<file path="config.mk">
export PLATFORM = sky130hd
export DESIGN_NAME = blf_cfg
export DESIGN_NICKNAME = d
export VERILOG_FILES = /design/src/rtl/blf_pkg.sv /design/src/rtl/blf_cfg.sv
export SDC_FILE = /design/constraint.sdc
export NUM_CORES = 1
export LEC_CHECK = 0
export ABC_AREA = 1
export BUFFER_PORTS_ARGS = -buffer_cell sky130_fd_sc_hd__buf_2
export CORE_UTILIZATION = 39
export CTS_BUF_LIST = sky130_fd_sc_hd__clkbuf_16
export DETAILED_ROUTE_END_ITERATION = 12
export MAX_ROUTING_LAYER = met4
export PLACE_DENSITY = 0.79
export SLEW_MARGIN = 10
export SYNTH_ARGS = -nofsm -noshare
export SYNTH_HDL_FRONTEND = slang
export SYNTH_SLANG_ARGS = --single-unit
</file>
<file path="constraint.sdc">
create_clock -name aclk -period 1 [get_ports aclk]
set_input_delay 0.15 -clock aclk [delete_from_list [all_inputs] [get_ports aclk]]
set_output_delay 0.15 -clock aclk [all_outputs]
set_load 0.1 [all_outputs]
</file>
<file path="src/rtl/blf_pkg.sv">
// Shared types and constants for the box and label fusion block.
package blf_pkg;

    // Operation codes of an input beat
    localparam logic [1:0] OP_WRITE = 2'd0;
    localparam logic [1:0] OP_BOX   = 2'd1;
    localparam logic [1:0] OP_READ  = 2'd2;

    // Register indexes on the APB port (byte address 4*index)
    localparam logic [1:0] REG_MAP_WIDTH  = 2'd0;
    localparam logic [1:0] REG_MAP_HEIGHT = 2'd1;
    localparam logic [1:0] REG_ENABLE     = 2'd2;
    localparam int         APB_AW         = 4;

    localparam logic [10:0] MAP_WIDTH_RST  = 11'd640;
    localparam logic [9:0]  MAP_HEIGHT_RST = 10'd384;

    // Detection classes with special handling
    localparam logic signed [7:0] CLS_RELABEL_103 = 8'sd3;
    localparam logic signed [7:0] CLS_CHECK_104   = 8'sd4;
    localparam logic signed [7:0] CLS_RELABEL_106 = 8'sd6;

    // Label values
    localparam logic [7:0] LBL_ZERO  = 8'd0;
    localparam logic [7:0] LBL_ONE   = 8'd1;
    localparam logic [7:0] LBL_TWO   = 8'd2;
    localparam logic [7:0] LBL_THREE = 8'd3;
    localparam logic [7:0] LBL_FIVE  = 8'd5;
    localparam logic [7:0] LBL_103   = 8'd103;
    localparam logic [7:0] LBL_104   = 8'd104;
    localparam logic [7:0] LBL_106   = 8'd106;
    localparam logic signed [8:0] LBL_CLASS_OFFSET = 9'sd100;

    typedef struct packed {
        logic [1:0]         operation;
        logic [9:0]         pixel_x;
        logic [8:0]         pixel_y;
        logic [7:0]         pixel_label;
        logic signed [15:0] box_left;
        logic signed [15:0] box_top;
        logic signed [15:0] box_right;
        logic signed [15:0] box_bottom;
        logic signed [7:0]  class_id;
    } in_t;

    typedef struct packed {
        logic       is_box_result;
        logic [7:0] read_label;
        logic       box_kept;
    } out_t;

    typedef struct packed {
        logic [10:0] map_width;
        logic [9:0]  map_height;
        logic        enable_other_classes;
    } cfg_t;

endpackage

</file>
<file path="src/rtl/blf_cfg.sv">
// APB configuration registers: map size and the other-class enable.
module blf_cfg (
    input  logic                       aclk,
    input  logic                       aresetn,
    input  logic                       psel,
    input  logic                       penable,
    input  logic                       pwrite,
    input  logic [blf_pkg::APB_AW-1:0] paddr,
    input  logic [31:0]                pwdata,
    output logic [31:0]                prdata,
    output logic                       pready,
    output blf_pkg::cfg_t              cfg
);
    import blf_pkg::*;

    cfg_t cfg_reg;
    logic wr_en;

    assign pready = 1'b1;
    assign wr_en  = psel && penable && pwrite;
    assign cfg    = cfg_reg;

    always_ff @(posedge aclk) begin
        if (!aresetn) begin
            cfg_reg.map_width            <= MAP_WIDTH_RST;
            cfg_reg.map_height           <= MAP_HEIGHT_RST;
            cfg_reg.enable_other_classes <= 1'b1;
        end else if (wr_en) begin
            unique case (paddr[3:2])
                REG_MAP_WIDTH:  cfg_reg.map_width            <= pwdata[10:0];
                REG_MAP_HEIGHT: cfg_reg.map_height           <= pwdata[9:0];
                REG_ENABLE:     cfg_reg.enable_other_classes <= pwdata[0];
                default: ;
            endcase
        end
    end

    always_comb begin
        unique case (paddr[3:2])
            REG_MAP_WIDTH:  prdata = 32'(cfg_reg.map_width);
            REG_MAP_HEIGHT: prdata = 32'(cfg_reg.map_height);
            REG_ENABLE:     prdata = 32'(cfg_reg.enable_other_classes);
            default:        prdata = 32'd0;
        endcase
    end

endmodule

</file>
==> qor.txt <==
total grt overflow: 0
worst path required time: 850 ps
hold-fix buffers at CTS: 0
Pleak: 1.28 nW
Power Dens Cells: 1100 mW/mm2
met3 Resource Use GR: 8.57%
Layout area overhead: 114%
port bufs: 50
CP Max Fanout: 2
initial antenna violation count: 0
clock latency on the worst-skew pair: 260 ps
Antenna diodes: 0
Critical Path AT: 1040 ps
final hold vios: 0
Finished Layout Cells: 312
Synth area leaders: dfxtp_1 36%, buf_4 13%, nor2_1 11%
Comb power frac: 39.6%
PnR worst setup slack: -195 ps
cell count after synthesis: 178
vias in the first global route: 1,524
yosys warns: 0
first-pass GRT wire length: 7730 um
Starting DRT DRC Count: 173
worst hold path type: in2reg
Sw Ratio: 41.9%
HP Start: pwdata[8]
endpoint type of the worst setup path: primary output
H-tree depth: 1
Largest register FFs: 22
Reg power frac: 30.1%
Final setup viols: 33
I/O pin count: 96
period utilization: 119%
NetSw: 1.22 mW
post-synthesis cell type count: 16
DRT antenna net count: 0
clk slew on worst S/H paths: 60 ps
largest net degree at the start of global routing: 23
core box area: 0.00303 mm2
Slew Limit Fails: 0
fin nets: 310
Int Power: 1.69 mW
total wire length after detailed routing: 6450 um
cell taking the most area after synthesis: dfxtp_1
via count: 1,755
placed cell count: 272
kind of critical path: reg2out
Max Fclk: 837 MHz
hold_ws: 140 ps
gp weighted congestion: 0.718
DIE HEIGHT: 58.4 um
initial core utilization: 40.9%
proportion of netlist area held by the largest area contributor: 35.6%
GRT Total Usage: 32.0%
synthesized cell area: 0.00124 mm2
worst hold path endpoint: cfg[9]
Final Critical Period: 1190 ps
CTS Buffer Depth: 2
Vias per Instance: 5.63
reg-to-reg endpoint: cfg[14]
Worst Hold Path Cells: 3
drt pass-1 iters: 6
Detail Placement HPWL: 2790 um
R2R setup slack: -50 ps
Seq/Total Area, Yosys: 35.6%
R2R Path Start: cfg[14]
DRC viols: 0
post-DR wirelength/cell: 20.7 um
reg2reg path depth: 5
#FFs+latches synth: 22
unrepaired setup endpoints after global routing: true
clk sinks: 22
die width: 58.4 um
Max-cap violations: 0
syn avg cell area: 6.96 um2
CTS tree: yes
fin util: 87.4%
GR Util met1: 31.6%
row count: 20
status: finished with violations
failing checks: negative setup slack
clock group share of total power: 30.3%
GR peak layer: met2
share of cells above drive strength 1: 54.5%
CTS Buf Count: 3
met2 usage: 55.7%
CP Launch Type: flop
Worst Skew: 0 ps
Max rail drop VDD: 1420 uV
Clock Root Buffer: clkbuf_16
overall die area: 0.00341 mm2
==> critical path, stage by stage (launching register included) <==
cell,delay [ps]
dfxtp_4,350
a22o_4,260
buf_12,160
==> cells in the final DEF (no fill, tap or decap) <==
master	n
nand2_4	2
inv_1	11
nor2_4	3
clkbuf_16	3
buf_2	16
buf_6	23
clkinv_1	1
inv_2	3
nand3_4	1
a22o_4	9
buf_4	21
dfxtp_4	22
nand3_1	24
nand2_2	2
nand2_1	31
nor2_2	5
conb_1	22
buf_12	36
nor2_1	33
==> power groups by stage <==
stage	clock network [mW]	registers, mW	logic, mW
2_1_floorplan	0	1.03	0.692
3_3_place_gp	0	0.899	1.00
3_5_place_dp	0	0.901	1.02
4_1_cts	0.865	0.869	1.08
5_1_grt	0.912	0.874	1.17
6_report	0.880	0.874	1.15
==> synth_stat cells <==
cell type,n
nor2_1,37
nand2_1,34
nand3_1,25
buf_4,22
dfxtp_1,22
inv_1,12
a22o_2,9
buf_2,4
buf_6,2
conb_1,2
inv_2,2
nor2_2,2
nor2_4,2
buf_1,1
clkbuf_1,1
nand2_2,1
==> through the flow <==
step / setup TNS, ps / total power, mW / setup WS (ps) / cell area [um2]
2_1_floorplan: -676 / 1.72 / -225 / 1500
3_3_place_gp: -1100 / 1.90 / -115 / 2200
3_5_place_dp: -1480 / 1.92 / -121 / 2200
4_1_cts: -2190 / 2.81 / -176 / 2490
5_1_grt: -3290 / 2.96 / -205 / 2650
6_report: -2920 / 2.90 / -195 / 2650
==> worst max path at each step <==
stage	from	to	slack, ps
6_report	cfg[14]	prdata[3]	-190
3_5_place_dp	paddr[3]	prdata[3]	-120
2_1_floorplan	cfg[21]	prdata[10]	-220
5_1_grt	cfg[16]	prdata[5]	-210
4_1_cts	cfg[14]	prdata[3]	-180
3_3_place_gp	paddr[3]	prdata[9]	-110
==> timing repair <==
action,4_1_cts,5_1_grt
pin swaps,0,0
buffers inserted,19,19
resized for setup,20,9
gates cloned,0,0
setup endpoints to repair,11,30
==> routing by layer <==
layer	wire, um	vias up	share of wire, %
li1	-	691	-
met1	2320	842	36
met2	3060	172	47
met3	639	50	9.9
met4	438	0	6.8
met5	0	-	0
==> kinds of logic (layout without fill, tap and decap cells) <==
logic type | Yosys count | count (layout) | share of synthesized area [%]
flip-flops | 22 | 22 | 35.6
buffers and inverters | 44 | 114 | 21.6
AND/OR/NAND/NOR | 101 | 101 | 34.9
AO/OA/AOI/OAI | 9 | 9 | 7.27
other | 2 | 22 | 0.606
==> layout make-up <==
type	instances	area (um2)
timing repair buffer	96	1220
tap	44	55.1
inverter	14	52.6
multi-input combinational	132	718
sequential	22	523
fill	113	383
clock inverter	1	3.75
clock buffer	3	75.1
Power figures use the tool's default switching activity.
