**src/rtl/blf_pkg.sv**
```systemverilog
// Shared types and constants for the box and label fusion block.
package blf_pkg;

    // Operation codes of an input beat
    localparam logic [1:0] OP_WRITE = 2'd0;
    localparam logic [1:0] OP_BOX   = 2'd1;
    localparam logic [1:0] OP_READ  = 2'd2;

    // Register indexes on the APB port (byte address 4*index)
    localparam logic [1:0] REG_MAP_WIDTH  = 2'd0;
    localparam logic [1:0] REG_MAP_HEIGHT = 2'd1;
    localparam logic [1:0] REG_ENABLE     = 2'd2;
    localparam int         APB_AW         = 4;

    localparam logic [10:0] MAP_WIDTH_RST  = 11'd640;
    localparam logic [9:0]  MAP_HEIGHT_RST = 10'd384;

    // Detection classes with special handling
    localparam logic signed [7:0] CLS_RELABEL_103 = 8'sd3;
    localparam logic signed [7:0] CLS_CHECK_104   = 8'sd4;
    localparam logic signed [7:0] CLS_RELABEL_106 = 8'sd6;

    // Label values
    localparam logic [7:0] LBL_ZERO  = 8'd0;
    localparam logic [7:0] LBL_ONE   = 8'd1;
    localparam logic [7:0] LBL_TWO   = 8'd2;
    localparam logic [7:0] LBL_THREE = 8'd3;
    localparam logic [7:0] LBL_FIVE  = 8'd5;
    localparam logic [7:0] LBL_103   = 8'd103;
    localparam logic [7:0] LBL_104   = 8'd104;
    localparam logic [7:0] LBL_106   = 8'd106;
    localparam logic signed [8:0] LBL_CLASS_OFFSET = 9'sd100;

    typedef struct packed {
        logic [1:0]         operation;
        logic [9:0]         pixel_x;
        logic [8:0]         pixel_y;
        logic [7:0]         pixel_label;
        logic signed [15:0] box_left;
        logic signed [15:0] box_top;
        logic signed [15:0] box_right;
        logic signed [15:0] box_bottom;
        logic signed [7:0]  class_id;
    } in_t;

    typedef struct packed {
        logic       is_box_result;
        logic [7:0] read_label;
        logic       box_kept;
    } out_t;

    typedef struct packed {
        logic [10:0] map_width;
        logic [9:0]  map_height;
        logic        enable_other_classes;
    } cfg_t;

endpackage

```
**src/rtl/blf_ctrl.sv**
```systemverilog
// Sequencer: pixel access, box clipping, region scans and the result register.
module blf_ctrl #(
    parameter int MAX_WIDTH  = 1024,
    parameter int MAX_HEIGHT = 512,
    parameter int XW         = 10,
    parameter int YW         = 9
) (
    input  logic               aclk,
    input  logic               aresetn,
    input  logic               s_valid,
    output logic               s_ready,
    input  blf_pkg::in_t       s_data,
    output logic               m_valid,
    input  logic               m_ready,
    output blf_pkg::out_t      m_data,
    input  blf_pkg::cfg_t      cfg,
    output logic               mem_we,
    output logic [XW+YW-1:0]   mem_waddr,
    output logic [7:0]         mem_wdata,
    output logic               mem_re,
    output logic [XW+YW-1:0]   mem_raddr,
    input  logic [7:0]         mem_rdata
);
    import blf_pkg::*;

    localparam int CW = XW + 1;
    localparam int RW = YW + 1;
    localparam int LW = (CW > 11) ? CW : 11;
    localparam int HW = (RW > 10) ? RW : 10;
    localparam int AW = XW + YW;

    typedef enum logic [6:0] {
        ST_IDLE   = 7'b0000001,
        ST_READ   = 7'b0000010,
        ST_BSTART = 7'b0000100,
        ST_SCAN   = 7'b0001000,
        ST_DRAIN  = 7'b0010000,
        ST_DECIDE = 7'b0100000,
        ST_DONE   = 7'b1000000
    } state_t;

    typedef enum logic [1:0] {
        PASS_COUNT   = 2'd0,
        PASS_RELABEL = 2'd1,
        PASS_FILL    = 2'd2
    } pass_t;

    state_t             state_reg, state_next;
    logic               m_valid_reg, m_valid_next;
    out_t               m_data_reg, m_data_next;
    logic               inside_reg, inside_next;
    logic signed [17:0] bx1_reg, bx2_reg, by1_reg, by2_reg;
    logic signed [17:0] bx1_next, bx2_next, by1_next, by2_next;
    logic signed [7:0]  class_reg, class_next;
    logic [XW-1:0]      x1_reg, x1_next, xl_reg, xl_next, cx_reg, cx_next;
    logic [YW-1:0]      y1_reg, y1_next, yl_reg, yl_next, cy_reg, cy_next;
    pass_t              mode_reg, mode_next;
    logic [7:0]         val_reg, val_next;
    logic               kept_reg, kept_next;
    logic               any1_reg, any1_next, any23_reg, any23_next;
    logic               st_valid_reg, st_valid_next;
    logic [AW-1:0]      st_addr_reg, st_addr_next;

    logic [CW-1:0]      cols;
    logic [RW-1:0]      rows;
    logic               pix_in_map, accept, out_free, empty;
    logic [AW-1:0]      pix_addr;
    logic signed [17:0] cmax, rmax;
    logic signed [8:0]  id_sum;
    logic [7:0]         id_label;

    assign s_ready  = (state_reg == ST_IDLE);
    assign accept   = s_valid && s_ready;
    assign out_free = !m_valid_reg || m_ready;
    assign m_valid  = m_valid_reg;
    assign m_data   = m_data_reg;

    always_comb begin
        cols = (LW'(cfg.map_width) > LW'(MAX_WIDTH)) ? CW'(MAX_WIDTH) : CW'(cfg.map_width);
        rows = (HW'(cfg.map_height) > HW'(MAX_HEIGHT)) ? RW'(MAX_HEIGHT)
                                                       : RW'(cfg.map_height);
        pix_in_map = (LW'(s_data.pixel_x) < LW'(cols)) && (HW'(s_data.pixel_y) < HW'(rows));
        pix_addr = {YW'(s_data.pixel_y), XW'(s_data.pixel_x)};
        cmax = $signed(18'(cols)) - 18'sd1;
        rmax = $signed(18'(rows)) - 18'sd1;
        empty = (bx1_reg >= bx2_reg) || (by1_reg >= by2_reg);
        id_sum = 9'(class_reg) + LBL_CLASS_OFFSET;
        id_label = (id_sum < 9'sd0) ? LBL_ZERO : id_sum[7:0];
    end

    always_comb begin
        state_next    = state_reg;
        m_valid_next  = m_valid_reg && !m_ready;
        m_data_next   = m_data_reg;
        inside_next   = inside_reg;
        bx1_next      = bx1_reg;
        bx2_next      = bx2_reg;
        by1_next      = by1_reg;
        by2_next      = by2_reg;
        class_next    = class_reg;
        x1_next       = x1_reg;
        xl_next       = xl_reg;
        y1_next       = y1_reg;
        yl_next       = yl_reg;
        cx_next       = cx_reg;
        cy_next       = cy_reg;
        mode_next     = mode_reg;
        val_next      = val_reg;
        kept_next     = kept_reg;
        any1_next     = any1_reg;
        any23_next    = any23_reg;
        st_valid_next = 1'b0;
        st_addr_next  = st_addr_reg;
        mem_we        = 1'b0;
        mem_waddr     = pix_addr;
        mem_wdata     = (s_data.pixel_label == LBL_ZERO) ? LBL_TWO : s_data.pixel_label;
        mem_re        = 1'b0;
        mem_raddr     = pix_addr;

        // modify and write back, or count, the pixel read in the previous cycle
        if (st_valid_reg) begin
            mem_waddr = st_addr_reg;
            mem_wdata = val_reg;
            case (mode_reg)
                PASS_FILL: mem_we = 1'b1;
                PASS_RELABEL: mem_we = (mem_rdata == LBL_ONE) || (mem_rdata == LBL_FIVE);
                PASS_COUNT: begin
                    if (mem_rdata == LBL_ONE) begin
                        any1_next = 1'b1;
                    end
                    if ((mem_rdata == LBL_TWO) || (mem_rdata == LBL_THREE)) begin
                        any23_next = 1'b1;
                    end
                end
                default: ;
            endcase
        end

        unique case (state_reg)
            ST_IDLE: begin
                if (accept) begin
                    if (s_data.operation == OP_WRITE) begin
                        mem_we = pix_in_map;
                    end else if (s_data.operation == OP_READ) begin
                        mem_re      = 1'b1;
                        inside_next = pix_in_map;
                        state_next  = ST_READ;
                    end else if (s_data.operation == OP_BOX) begin
                        bx1_next = (s_data.box_left > 16'sd0) ? 18'(s_data.box_left) : 18'sd0;
                        by1_next = (s_data.box_top > 16'sd0) ? 18'(s_data.box_top) : 18'sd0;
                        bx2_next = (18'(s_data.box_right) < cmax) ? 18'(s_data.box_right)
                                                                 : cmax;
                        by2_next = (18'(s_data.box_bottom) < rmax) ? 18'(s_data.box_bottom)
                                                                  : rmax;
                        class_next = s_data.class_id;
                        state_next = ST_BSTART;
                    end
                end
            end
            ST_READ: begin
                if (out_free) begin
                    m_valid_next              = 1'b1;
                    m_data_next.is_box_result = 1'b0;
                    m_data_next.read_label    = inside_reg ? mem_rdata : LBL_ZERO;
                    m_data_next.box_kept      = 1'b0;
                    state_next                = ST_IDLE;
                end
            end
            ST_BSTART: begin
                x1_next    = XW'(bx1_reg);
                y1_next    = YW'(by1_reg);
                xl_next    = XW'(bx2_reg - 18'sd1);
                yl_next    = YW'(by2_reg - 18'sd1);
                cx_next    = XW'(bx1_reg);
                cy_next    = YW'(by1_reg);
                any1_next  = 1'b0;
                any23_next = 1'b0;
                kept_next  = 1'b0;
                state_next = ST_SCAN;
                if (empty) begin
                    state_next = ST_DONE;
                end else if (class_reg == CLS_RELABEL_103) begin
                    mode_next = PASS_RELABEL;
                    val_next  = LBL_103;
                end else if (class_reg == CLS_RELABEL_106) begin
                    mode_next = PASS_RELABEL;
                    val_next  = LBL_106;
                end else if (class_reg == CLS_CHECK_104) begin
                    mode_next = PASS_COUNT;
                    val_next  = LBL_104;
                end else if (cfg.enable_other_classes) begin
                    mode_next = PASS_FILL;
                    val_next  = id_label;
                    kept_next = 1'b1;
                end else begin
                    state_next = ST_DONE;
                end
            end
            ST_SCAN: begin
                mem_re        = 1'b1;
                mem_raddr     = {cy_reg, cx_reg};
                st_valid_next = 1'b1;
                st_addr_next  = {cy_reg, cx_reg};
                if (cx_reg == xl_reg) begin
                    cx_next = x1_reg;
                    cy_next = cy_reg + YW'(1);
                    if (cy_reg == yl_reg) begin
                        state_next = ST_DRAIN;
                    end
                end else begin
                    cx_next = cx_reg + XW'(1);
                end
            end
            ST_DRAIN: begin
                state_next = (mode_reg == PASS_COUNT) ? ST_DECIDE : ST_DONE;
            end
            ST_DECIDE: begin
                cx_next    = x1_reg;
                cy_next    = y1_reg;
                kept_next  = 1'b1;
                state_next = ST_SCAN;
                if (!any1_reg && any23_reg) begin
                    mode_next = PASS_FILL;
                end else if (!any23_reg) begin
                    mode_next = PASS_RELABEL;
                end else begin
                    kept_next  = 1'b0;
                    state_next = ST_DONE;
                end
            end
            ST_DONE: begin
                if (out_free) begin
                    m_valid_next              = 1'b1;
                    m_data_next.is_box_result = 1'b1;
                    m_data_next.read_label    = LBL_ZERO;
                    m_data_next.box_kept      = kept_reg;
                    state_next                = ST_IDLE;
                end
            end
            default: state_next = ST_IDLE;
        endcase
    end

    always_ff @(posedge aclk) begin
        if (!aresetn) begin
            state_reg    <= ST_IDLE;
            m_valid_reg  <= 1'b0;
            st_valid_reg <= 1'b0;
        end else begin
            state_reg    <= state_next;
            m_valid_reg  <= m_valid_next;
            st_valid_reg <= st_valid_next;
        end
    end

    always_ff @(posedge aclk) begin
        m_data_reg  <= m_data_next;
        inside_reg  <= inside_next;
        bx1_reg     <= bx1_next;
        bx2_reg     <= bx2_next;
        by1_reg     <= by1_next;
        by2_reg     <= by2_next;
        class_reg   <= class_next;
        x1_reg      <= x1_next;
        xl_reg      <= xl_next;
        y1_reg      <= y1_next;
        yl_reg      <= yl_next;
        cx_reg      <= cx_next;
        cy_reg      <= cy_next;
        mode_reg    <= mode_next;
        val_reg     <= val_next;
        kept_reg    <= kept_next;
        any1_reg    <= any1_next;
        any23_reg   <= any23_next;
        st_addr_reg <= st_addr_next;
    end

endmodule

```
**config.mk**
```make
export PLATFORM = sky130hd
export DESIGN_NAME = blf_ctrl
export DESIGN_NICKNAME = d
export VERILOG_FILES = /design/src/rtl/blf_pkg.sv /design/src/rtl/blf_ctrl.sv
export SDC_FILE = /design/constraint.sdc
export NUM_CORES = 1
export LEC_CHECK = 0
export BUFFER_PORTS_ARGS = -buffer_cell sky130_fd_sc_hd__buf_4
export CORE_ASPECT_RATIO = 1.25
export CORE_MARGIN = 2
export CORE_UTILIZATION = 58
export CTS_BUF_LIST = sky130_fd_sc_hd__clkbuf_2 sky130_fd_sc_hd__clkbuf_4 sky130_fd_sc_hd__clkbuf_8
export CTS_CLUSTER_DIAMETER = 150
export DETAILED_ROUTE_END_ITERATION = 6
export HOLD_SLACK_MARGIN = 0.06
export PLACE_DENSITY = 0.84
export SETUP_SLACK_MARGIN = 0.2
export SLEW_MARGIN = 20
export SYNTH_ARGS = -nofsm -noshare
export SYNTH_HDL_FRONTEND = slang
export SYNTH_SLANG_ARGS = --single-unit
```
**constraint.sdc**
```tcl
create_clock -name aclk -period 10.1 [get_ports aclk]
set_input_delay 3.03 -clock aclk [delete_from_list [all_inputs] [get_ports aclk]]
set_output_delay 3.03 -clock aclk [all_outputs]
set_load 0.02 [all_outputs]
```
==> results.md <==
- Run status: finished clean
- Avg Vias per Cell: 5.754
- Max-slew headroom at the worst pin: 27.30%
- Share of cells above drive strength 1: between 20% and 30%
- Least-Margin Pin Slew: approximately 1.1 ns
- Type of the worst setup path: in -> out
- Width of the chip: 125.1 um
- Row cnt: 55
- Period utilisation layout: between 70% and 80%
- Category of the worst setup path launch point: primary input
- Number of nets with antenna violations after detailed routing: 0
- Die H: approximately 160 um
- Share of the synthesized netlist area taken by xor and xnor gates: just under 5%
- First-pass GRT wire length: slightly below 40000 um
- Worst flop-to-flop path startpoint: state_reg[0]$_SDFFE_PN1P_
- Adder and majority cell fraction of the synthesized area: 10.70%
- Nets: 1400
- Worst Min Path Start: by1_reg[3]$_SDFFCE_PP0P_
- Largest family of logic cells by synthesized area: simple AND/OR/NAND/NOR gates
- Post-synth ARST share: 0%
- Floorplan core area: 18030 um2
- Effective utilization at floorplan: 58.99%
- Share of synthesized cell area in and, or, nand and nor gates: 16.34%
- Detailed-route via count: 8142
- Final Wtd Congestion: ~0.93
- Number of global-route vias before repair: 8036
- All-Layer GR Usage: 25.69%
- Leakage Power: 5.344 nW
- DR WL/cell: 17.42 um
- Signal arrival time at the worst endpoint: 5.00 ns
- Endpoint of the worst hold path: y1_reg[3]$_DFFE_PP_
- Die ar.: 19450 um2
- Min-Delay Path Depth: 0
- RSZ-0062 raised after global routing: no
- Number of DRC violations after detailed routing: 0
- Top-level I/O count: 195
- Overflow left after global routing: 0
- Number of gates resized after cts: 0
- Post-detailed-routing wire length: 24650 um
- Clock edge transition at the registers on the reported setup and hold paths: 0.09 ns
- Clock tree from TritonCTS: built
- Hold-fix buffers, CTS: 0
- CP required: 7.07 ns
- Number of flops mapped to enable cells by yosys: 170
- Fraction of synthesized cell area taken by the top area cell type: a little under half
- Count of state elements after synthesis: 181
- Maximum number of pins on one net before global-route repair: 73
- Number of warnings printed during yosys synthesis: 0
- Post-CTS Setup Inserts: 0
- Hold Worst Slack: just over 0.5 ns
- Mapped cell area: between 10000 and 15000 um2
- Setup Viol. Count Final: 0
- Reported max-cap violation count: 0
- Initial antenna violation count: 0
- Number of standard cells after synthesis: 974
- Clock network latency to the later pin of the worst-skew pair: 0.47 ns
- Worst Path Max Fanout: 16
- Root Buffer: sky130_fd_sc_hd__clkbuf_8
- Seq/Total Area, Yosys: 50.06%
- Area delta synth->final: 20.07%
- Synth Area in Compound Gates: 9.658%
- F_max: 124.5 MHz
- Syn avg cell area: 10.92 um2
- Buffers on Ports: slightly below 200
- Aggregate negative setup slack: 0 ns
- Clock sink total: around 180
- Worst setup skew after layout: 0.01620 ns
- Maximum clock path buffer count: 2
- Number of flip-flops in the largest register: 19
- Number of pins exceeding their max-slew limit in the final report: 0
- H-Tree Level Count: 4
- HP Class: reg -> reg
- Synth Flop Type: sky130_fd_sc_hd__edfxtp_1
- Number of inserted diodes: 0
- 1st-pass router iterations: 5
- Shortest clock period the worst path allows after layout: 8.030 ns
- Maximum resistive drop on vdd: 0.00009010 V
- Violation count after the first detailed-routing iteration: 646
- Slack of the worst reg-to-reg path: 7.19 ns
- Num CTS Buffers: 17
- Power density cells: about 140 nW/um2
- Commonest non-fill, non-tap cell in the layout: sky130_fd_sc_hd__buf_4
- Final hold viol count: 0
- Worst reg2reg path depth: 5
- Top cell type by total area after synthesis: sky130_fd_sc_hd__edfxtp_1
- Crit Reg-Reg Endpoint: cy_reg[3]$_DFFE_PP_
- Post-synthesis cell type count: 63
- Top library cells by usage in the layout, fill and taps aside: sky130_fd_sc_hd__buf_4, sky130_fd_sc_hd__edfxtp_1, sky130_fd_sc_hd__nand2_1, sky130_fd_sc_hd__ha_1, sky130_fd_sc_hd__inv_1
- Detailed-placement wirelength estimate: 19220 um
- Ranking of synthesized cells by area: sky130_fd_sc_hd__edfxtp_1, sky130_fd_sc_hd__ha_1, sky130_fd_sc_hd__nand2_1
- Capturing element type of the critical path: primary output
- Portion of netlist area occupied by mux cells: under 10%
[cells by family after synthesis]
| group | after synthesis |
|---|---|
| fa+ha+maj | 91 |
| compound gates | 153 |
| xor+xnor | 60 |
| simple gates | 342 |
| flops | 181 |
| mux | 46 |
| other cells | 1 |
| buf+inv | 100 |
[cell type report]
cell class	count	area (um2)
Sequential cell	181	5325
Fill cell	1319	5259
Multi-Input combinational cell	694	4945
Timing Repair Buffer	202	1516
Inverter	78	292.8
Tap cell	228	285.3
Clock buffer	18	247.7
Clock inverter	14	158.9
[synthesized netlist by cell type, types with 11 or more instances]
cell type,count
sky130_fd_sc_hd__edfxtp_1,170
sky130_fd_sc_hd__nand2_1,92
sky130_fd_sc_hd__ha_1,91
sky130_fd_sc_hd__inv_1,78
sky130_fd_sc_hd__nor2_1,65
sky130_fd_sc_hd__a21oi_1,42
sky130_fd_sc_hd__xnor2_1,34
sky130_fd_sc_hd__o21ai_0,30
sky130_fd_sc_hd__mux2_2,29
sky130_fd_sc_hd__nor2b_1,29
sky130_fd_sc_hd__nand2b_1,28
sky130_fd_sc_hd__xor2_1,26
sky130_fd_sc_hd__and2_1,23
sky130_fd_sc_hd__nand3_1,23
sky130_fd_sc_hd__nor3_1,22
sky130_fd_sc_hd__nor4_1,19
sky130_fd_sc_hd__mux2i_1,17
sky130_fd_sc_hd__clkbuf_1,15
sky130_fd_sc_hd__a21o_1,14
sky130_fd_sc_hd__a221o_1,13
sky130_fd_sc_hd__nand4_1,12
sky130_fd_sc_hd__dfxtp_1,11
[worst max path at each step]
stage          startpoint                        to  slack, ns  cells past startpoint
2_1_floorplan     s_valid  bx1_reg[0]$_SDFFCE_PP0P_       1.11                      2
3_3_place_gp      cfg[10]                    mem_we       2.14                      9
3_5_place_dp      cfg[10]                    mem_we       2.10                      9
4_1_cts           cfg[10]                    mem_we       2.09                      9
5_1_grt           cfg[10]                    mem_we       1.93                      9
6_report          cfg[10]                    mem_we       2.07                      9
[where the power goes]
group	internal (mW)	leakage (nW)	switching (mW)
Sequential	0.886	1.63	0.0374
Combinational	0.151	3.50	0.188
Clock	0.233	0.212	0.274
Total	1.27	5.34	0.499
[worst max-delay path: stages]
cell and delay, ns:
sky130_fd_sc_hd__buf_4 0.16, sky130_fd_sc_hd__nand2b_1 0.21, sky130_fd_sc_hd__ha_1 0.28, sky130_fd_sc_hd__and4b_1 0.24
sky130_fd_sc_hd__a22oi_1 0.19, sky130_fd_sc_hd__o221ai_1 0.13, sky130_fd_sc_hd__nor3_1 0.38, sky130_fd_sc_hd__mux2_2 0.23
sky130_fd_sc_hd__buf_4 0.14
[layer usage]
layer / GRT usage, % / part of all wire [%]
met5: 0 / 0
met4: 9.048 / 2.2
met3: 5.193 / 6.3
met2: 44.72 / 50
met1: 31.98 / 41
[per-stage QoR]
stage	cells	total power, mW	instance area [um2]	util, %	setup WS, ns
5_1_grt	1415	1.854	12770	70.83	1.931
3_5_place_dp	1383	1.275	12360	68.58	2.104
2_1_floorplan	975	1.138	10640	-	1.110
3_3_place_gp	1383	1.263	12360	68.58	2.140
6_report	1415	1.769	12770	70.83	2.070
4_1_cts	1415	1.773	12770	70.83	2.089
Power figures use the tool's default switching activity.
